<file path="config.mk">
export PLATFORM = sky130hd
export DESIGN_NAME = amb_ctrl
export DESIGN_NICKNAME = d
export VERILOG_FILES = /design/src/design/amb_pkg.sv /design/src/design/amb_ctrl.sv
export SDC_FILE = /design/constraint.sdc
export NUM_CORES = 1
export LEC_CHECK = 0
export BUFFER_PORTS_ARGS = -buffer_cell sky130_fd_sc_hd__buf_2
export CAP_MARGIN = 20
export CORE_AREA = 2 2 39 41
export DETAILED_ROUTE_END_ITERATION = 10
export DIE_AREA = 0 0 41 43
export PLACE_DENSITY_LB_ADDON = 0.3
export SETUP_SLACK_MARGIN = 0.5
export SLEW_MARGIN = 20
export SYNTH_ARGS = -nofsm -noshare
export SYNTH_HDL_FRONTEND = slang
export SYNTH_SLANG_ARGS = --single-unit
</file>
<file path="constraint.sdc">
create_clock -name clk -period 1.25 [get_ports clk]
set_clock_uncertainty 0.15 [all_clocks]
set_input_delay 0.25 -clock clk [delete_from_list [all_inputs] [get_ports clk]]
set_output_delay 0.25 -clock clk [all_outputs]
set_load 0.02 [all_outputs]
</file>
<file path="src/design/amb_pkg.sv">
// shared types, constants and register map of the adaptive mean binarizer
`default_nettype none
package amb_pkg;

	localparam int AMB_MAX_WIDTH  = 1024;
	localparam int AMB_MAX_HEIGHT = 1024;
	localparam int AMB_MAX_RADIUS = 8;

	localparam int AMB_DIM_W  = 11;
	localparam int AMB_RAD_W  = 4;
	localparam int AMB_ADDR_W = 4;
	localparam int AMB_DATA_W = 32;
	localparam int AMB_ROW_W  = 10;
	localparam int AMB_COL_W  = 10;

	localparam logic [AMB_DIM_W-1:0] AMB_RESET_DIM    = 11'd1024;
	localparam logic [AMB_RAD_W-1:0] AMB_RESET_RADIUS = 4'd5;
	localparam logic [7:0]           AMB_WHITE        = 8'd255;
	localparam logic [7:0]           AMB_BLACK        = 8'd0;

	// register indexes, byte address is 4 * index
	localparam logic [1:0] AMB_REG_WIDTH  = 2'd0;
	localparam logic [1:0] AMB_REG_HEIGHT = 2'd1;
	localparam logic [1:0] AMB_REG_RADIUS = 2'd2;

	// input command codes
	localparam logic AMB_CMD_PIXEL = 1'b0;
	localparam logic AMB_CMD_DRAIN = 1'b1;

	typedef enum logic [2:0] {
		ST_IDLE,
		ST_CHECK,
		ST_SUM,
		ST_CENTER,
		ST_MULT,
		ST_EMIT
	} amb_state_t;

	typedef struct packed {
		logic accept;
		logic start_sum;
		logic read_center;
		logic mult;
		logic emit;
	} amb_cmd_t;

	typedef struct packed {
		logic win_ready;
		logic sum_done;
		logic out_free;
	} amb_sts_t;

endpackage
`default_nettype wire

</file>
<file path="src/design/amb_ctrl.sv">
// sequencing state machine of the binarizer
`default_nettype none
module amb_ctrl (
	input  logic              clk,
	input  logic              arst_n,
	input  logic              in_valid,
	output logic              in_ready,
	input  amb_pkg::amb_sts_t sts,
	output amb_pkg::amb_cmd_t cmd
);
	import amb_pkg::*;

	amb_state_t state_q;
	amb_state_t state_d;

	always_ff @(posedge clk or negedge arst_n) begin
		if (!arst_n) begin
			state_q <= ST_IDLE;
		end else begin
			state_q <= state_d;
		end
	end

	always_comb begin
		state_d = state_q;
		case (state_q)
			ST_IDLE: begin
				if (in_valid) state_d = ST_CHECK;
			end
			ST_CHECK: begin
				state_d = sts.win_ready ? ST_SUM : ST_IDLE;
			end
			ST_SUM: begin
				if (sts.sum_done) state_d = ST_CENTER;
			end
			ST_CENTER: state_d = ST_MULT;
			ST_MULT:   state_d = ST_EMIT;
			ST_EMIT: begin
				if (sts.out_free) state_d = ST_IDLE;
			end
			default: state_d = ST_IDLE;
		endcase
	end

	always_comb begin
		cmd      = '0;
		in_ready = 1'b0;
		case (state_q)
			ST_IDLE: begin
				in_ready   = 1'b1;
				cmd.accept = in_valid;
			end
			ST_CHECK:  cmd.start_sum   = sts.win_ready;
			ST_SUM:    cmd             = '0;
			ST_CENTER: cmd.read_center = 1'b1;
			ST_MULT:   cmd.mult        = 1'b1;
			ST_EMIT:   cmd.emit        = sts.out_free;
			default:   cmd             = '0;
		endcase
	end

endmodule
`default_nettype wire

</file>
==> parameters.txt, run 1 <==
Parameter                              Value

Synth
  Most frequent cell after synthesis ... dfrtp_1
  Number of synthesized flops with an enable pin ... 0
  Dominant cell type by area after synthesis ... dfrtp_1
  Post-synthesis area per instance ... between 10 and 15 µm²
  Cells after synthesis ... 21
  Post-synthesis async set-or-reset flop share ... 100%
  Syn_nets ... 27
  Sequential fraction of the synthesis area ... 34.3%
  Top cells by count, synth ... dfrtp_1 (3), nor3b_1 (2)
  Unique cell type count in the Yosys netlist ... 18
  Cells taking the most area after synthesis ... dfrtp_1 (34%), nor3b_1 (6.9%), o211ai_2 (5.7%)
  Yosys top cell area share ... roughly a third
  Number of warnings printed during yosys synthesis ... 0
  Most used DFF post-synth ... dfrtp_1
  #FFs+latches synth ... 3
  Post-Synthesis Cell Area ... roughly 220 µm²

Placed design
  Global placement routability congestion ... between 0.7 and 0.8
  Dpl cell area ... 340 µm²
  Place WS ... -0.164 ns
  Count of input and output buffers ... 11

Clock network
  Clock Tree Root ... clkbuf_4
  Number of H-tree levels ... 1
  Clk Latency, worst-skew pair ... 0.24 ns
  CTS tree ... built
  CTS max path bufs ... 2
  Clk pin slew, worst setup/hold paths ... about 0.030 ns
  Clock net sink count ... 3
  Total CTS buffers ... 3

Routing
  Via count of the routed design ... approximately 250
  Drt total wl ... around 600 µm
  Violation count after the first detailed-routing iteration ... 2
  Final antenna-violating net count ... 0
  Number of DRC violations after detailed routing ... 0
  Wire per inst ... roughly 10 µm
  First-pass iteration count of the detailed router ... 2
  Vias per cell ... between 4 and 5

Global routing
  Sum of overflow across all layers after global routing ... 0
  Vias in the first global route ... around 270
  GRT Overall Usage ... under 10%
  Number of antenna violations at the first check in global routing ... 0
  Global-route wire length before repair ... ~1000 µm
  Maximum number of pins on one net before global-route repair ... 9

Die
  Die H ... 43 µm
  Area of the core ... around 1400 µm²
  Area of the die ... between 1500 and 2000 µm²
  X dimension of the die ... just over 40 µm
  Io pins ... 12
  Effective utilization at floorplan ... approximately 16%
  Core Rows ... 14

STA
  Clock period minus worst slack ... 1.57 ns
  Final period utilization ... 125%
  Final slew viol count ... 0
  Hold violation count in the final report ... 0
  RSZ-0062 raised after global routing ... true
  Headroom to the max-slew limit ... between 80% and 90%
  Number of failing setup endpoints in the final timing report ... 7
  Final TNS setup ... -1.74 ns
  Tightest Pin Transition ... 0.183 ns
  Worst hold margin ... 0.148 ns
  Max Clock Freq ... between 0.6 and 0.7 GHz
  Final worst slack ... -0.316 ns

Final layout
  Final layout net count ... 49
  Fill count ... about 150
  Leading registers by flop count ... state_q x3
  Finished layout cell area ... approximately 430 µm²
  Relative area change from synthesis to final layout ... 98.3%
  Fraction of layout cells with a size suffix above 1 ... approximately three quarters
  Antenna diode count ... 0
  Flip-flop count of the largest register after layout ... 3
  Register containing the most flip-flops in the final layout ... state_q

Worst setup path
  Crit-path leading delay family ... flip-flops
  Critical path's slowest cell ... dfrtp_2
  Kind of launch point of the worst setup path ... register
  Count of buffer and inverter cells on the critical path ... 1
  Endpoint class of the critical path ... primary output
  Critical path, cell by cell ... nor3_4 > and2_4 > buf_6
  CP Class ... register to primary output
  Endpoint arrival time on the critical path ... about 1.2 ns
  Data required, critical path ... approximately 0.85 ns
  Critical Path Fanout Max ... 6
  Max stage delay on crit path ... approximately 0.46 ns

Run status
  Violated checks ... negative setup slack
  Run status ... complete, but fails checks

Power and ir drop
  Power density relative to cell area ... around 2700 nW/µm²
  Maximum ir drop on the vdd rail ... between 0.0006 and 0.0007 V
  Leakage Power ... 0.198 nW

Worst hold path
  Path category of the worst min-delay check ... primary input to register

Run
  Max-Cap Viols ... 0
power by group:
group | leakage [nW] | internal [W] | switching [W]
clock network | 0.0150 | 0.000120 | 0.0000536
registers | 0.0346 | 0.000155 | 0.000129
logic | 0.148 | 0.000434 | 0.000274
total | 0.198 | 0.000709 | 0.000456
area by class of cell:
class | count | area [µm²] | share of cell area (%)
timing repair buffer | 19 | 149 | 34.3
tap | 16 | 20.0 | 4.61
sequential | 3 | 78.8 | 18.2
multi-input combinational | 15 | 156 | 36.0
clock buffer | 4 | 26.3 | 6.05
inverter | 1 | 3.75 | 0.865
worst paths after layout:
path / startpoint / end / slack (ns) / depth (start not counted)
setup / recovery: state_q[1] / cmd[4] / -0.32 / 3
hold / removal: sts[2] / state_q[1] / 0.15 / 3
setup reg to reg: state_q[2] / state_q[0] / -0.06 / 4
hold reg to reg: state_q[0] / state_q[1] / 0.53 / 2
max in group asynchronous: arst_n / state_q[2] / 0.65 / 2
min in group asynchronous: arst_n / state_q[0] / 0.18 / 2
metrics by stage:
step	std cells	util (%)	power, W
floorplan	21	-	0.000677
global placement	50	24.6	0.000813
detailed placement	50	24.6	0.000817
CTS	57	30.0	0.00111
global route	58	31.4	0.00126
finish	58	31.4	0.00116
tightest hold or removal path, delay by kind of cell:
kind / cells / cell delay (ns)
compound gates: 1 / 0.06
buf+inv: 1 / 0.10
simple gates: 1 / 0.08
layer usage:
metal  vias up  global-route usage (%)  part of all wire [%]
met1       122                    8.71                    39
met3         2                    3.66                   6.3
met2         9                    12.8                    52
met4         0                    8.67                   2.4
li1        119                       -                     -
met5         -                       0                     0
timing repair:
action | 4_1_cts | 5_1_grt
gates resized for setup | 11 | 5
cloned | 0 | 0
hold buffers | 1 | 0
pin swaps | 2 | 1
endpoints found under the setup margin | 9 | 9
endpoints found under the hold margin | 3 | 0
buffers inserted | 2 | 1
cell usage in the layout (no fill, tap or decap), types with 2 or more instances in the layout:
cell / netlist / final
buf_4: 1 / 7
buf_2: 0 / 6
buf_6: 1 / 5
clkbuf_4: 0 / 3
dfrtp_2: 0 / 3
nor3b_2: 0 / 2
logic make-up (layout without fill, tap and decap cells):
family,Yosys count,in the layout,synth area share [%]
AND/OR/NAND/NOR,11,11,40.0
AO/OA/AOI/OAI,4,4,15.4
flip-flops,3,3,34.3
buffers and inverters,3,24,10.3
No activity file was read; power rests on OpenSTA's default activity.
==> run 2, diff against run 1 <==
--- a/config.mk
+++ b/config.mk
@@ -10,7 +10,7 @@
 export CORE_AREA = 2 2 39 41
 export DETAILED_ROUTE_END_ITERATION = 10
 export DIE_AREA = 0 0 41 43
-export PLACE_DENSITY_LB_ADDON = 0.3
+export PLACE_DENSITY = 0.4
 export SETUP_SLACK_MARGIN = 0.5
 export SLEW_MARGIN = 20
 export SYNTH_ARGS = -nofsm -noshare
==> parameters.txt, run 2 (synthesis gave the netlist of run 1 again) <==
Parameter                              Value

Run status
  Run status ... complete, but fails checks
  Violated checks ... negative setup slack

Worst setup path
  CP Class ... register to primary output
  Data required, critical path ... about 0.85 ns
  Endpoint arrival time on the critical path ... approximately 1.2 ns
  Kind of launch point of the worst setup path ... register
  Critical Path Fanout Max ... 6
  R2R Setup Slk ... -0.05 ns
  Endpoint class of the critical path ... primary output

Die
  Core Rows ... 14
  Area of the core ... around 1400 µm²
  Area of the die ... ~1800 µm²
  Effective utilization at floorplan ... ~16%
  Io pins ... 12
  Die H ... approximately 43 µm
  X dimension of the die ... between 40 and 50 µm

Power and ir drop
  Maximum ir drop on the vdd rail ... 0.000765 V
  Leakage Power ... roughly 0.21 nW
  Total Power ... 0.00129 W
  Power density relative to cell area ... around 2800 nW/µm²

Placed design
  Placed cell count ... 52
  Global placement routability congestion ... 0.716
  Count of input and output buffers ... 11
  Half-perimeter wire length after detailed placement ... between 400 and 500 µm

Final layout
  Utilization of the core after routing ... 33.9%
  Most frequent cells in the layout ... buf_4 (10), buf_6 (6), buf_2 (5)
  Final layout net count ... 52
  Fraction of layout cells with a size suffix above 1 ... about four fifths
  Flip-flop count of the largest register after layout ... 3
  Antenna diode count ... 0
  Leading registers by flop count ... state_q x3
  Register containing the most flip-flops in the final layout ... state_q
  Relative area change from synthesis to final layout ... 114%
  Most frequent standard cell in the layout excluding fill and tap cells ... buf_4
  Number of standard cells in the layout, taps in and fillers out ... 61

Clock network
  Clk Latency, worst-skew pair ... ~0.23 ns
  Total CTS buffers ... 3
  Number of H-tree levels ... 1
  Clock Tree Root ... clkbuf_4
  CTS tree ... built
  CTS max path bufs ... 2
  Clock net sink count ... 3
  Clk pin slew, worst setup/hold paths ... about 0.040 ns

Global routing
  Sum of overflow across all layers after global routing ... 0
  GRT Overall Usage ... about 9.1%
  Global-route wire length before repair ... approximately 1100 µm
  Maximum number of pins on one net before global-route repair ... 8
  Vias in the first global route ... roughly 280
  Number of antenna violations at the first check in global routing ... 0

Routing
  Metal1 wirelength ... 313 µm
  Number of DRC violations after detailed routing ... 0
  Uppermost metal layer occupied by signal nets ... met3
  Violation count after the first detailed-routing iteration ... 1
  Met3 wire length ... about 26 µm
  First-pass iteration count of the detailed router ... 3
  Vias per cell ... 4.25
  WL met2 ... between 300 and 400 µm
  Final antenna-violating net count ... 0
  Via count of the routed design ... between 200 and 300
  Wire per inst ... ~11 µm
  Drt total wl ... 689 µm

STA
  Final period utilization ... 126%
  Final slew viol count ... 0
  Clock period minus worst slack ... between 1.5 and 2 ns
  Final worst slack ... -0.325 ns
  Final TNS setup ... -1.82 ns
  Max Clock Freq ... 0.635 GHz
  Number of failing setup endpoints in the final timing report ... 7
  Tightest Pin Transition ... about 0.19 ns
  RSZ-0062 raised after global routing ... true
  Hold violation count in the final report ... 0
  Headroom to the max-slew limit ... just under 90%

Worst hold path
  Path category of the worst min-delay check ... primary input to register

Run
  Max-Cap Viols ... 0
-- run 2: final cells by class --
| cell class | count | area, µm² |
|---|---|---|
| Tap cell | 16 | 20.0 |
| Timing Repair Buffer | 22 | 178 |
| Clock buffer | 4 | 26.3 |
| Multi-Input combinational cell | 15 | 163 |
| Inverter | 1 | 3.75 |
| Sequential cell | 3 | 78.8 |
| Fill cell | 149 | 915 |
-- run 2: stage by stage --
stage / hold slack [ns] / worst slack, ns / cell area, µm²
after floorplan: -0.196 / -0.160 / 258
after global placement: -0.101 / -0.146 / 355
after CTS: 0.142 / -0.331 / 448
after global routing: 0.165 / -0.369 / 469
after detailed placement: -0.102 / -0.158 / 355
final: 0.152 / -0.325 / 469
-- run 2: repair_timing --
action | 4_1_cts | 5_1_grt
hold buffers | 1 | 0
endpoints found under the setup margin | 9 | 9
resized for setup | 13 | 4
endpoints found under the hold margin | 3 | 0
pin swaps | 0 | 3
setup buffers | 3 | 1
-- run 2: worst paths after layout --
kind / from / endpoint / depth (start not counted)
max reg2reg: state_q[1] / state_q[0] / 3
max in group asynchronous: arst_n / state_q[0] / 2
min in group asynchronous: arst_n / state_q[2] / 2
max: state_q[1] / cmd[1] / 3
min: sts[2] / state_q[1] / 3
min reg2reg: state_q[2] / state_q[1] / 2
-- run 2: worst max-delay path, cell delays in order (launching register included) --
cell and delay (ns):
dfrtp_2 0.47, buf_6 0.15, nor3b_2 0.16, buf_4 0.16
-- run 2: power breakdown --
group / internal [W] / switching [W] / leakage, nW / total (W)
Clock: 0.000120 / 0.0000537 / 0.0150 / 0.000174
Combinational: 0.000525 / 0.000313 / 0.165 / 0.000838
Sequential: 0.000155 / 0.000125 / 0.0346 / 0.000280
Total: 0.000800 / 0.000492 / 0.214 / 0.00129
-- run 2: metal layers --
metal | GRT usage (%) | up-vias
li1 | - | 125
met1 | 9.74 | 127
met2 | 15.0 | 7
met3 | 4.71 | 0
met4 | 2.00 | 0
met5 | 0 | -
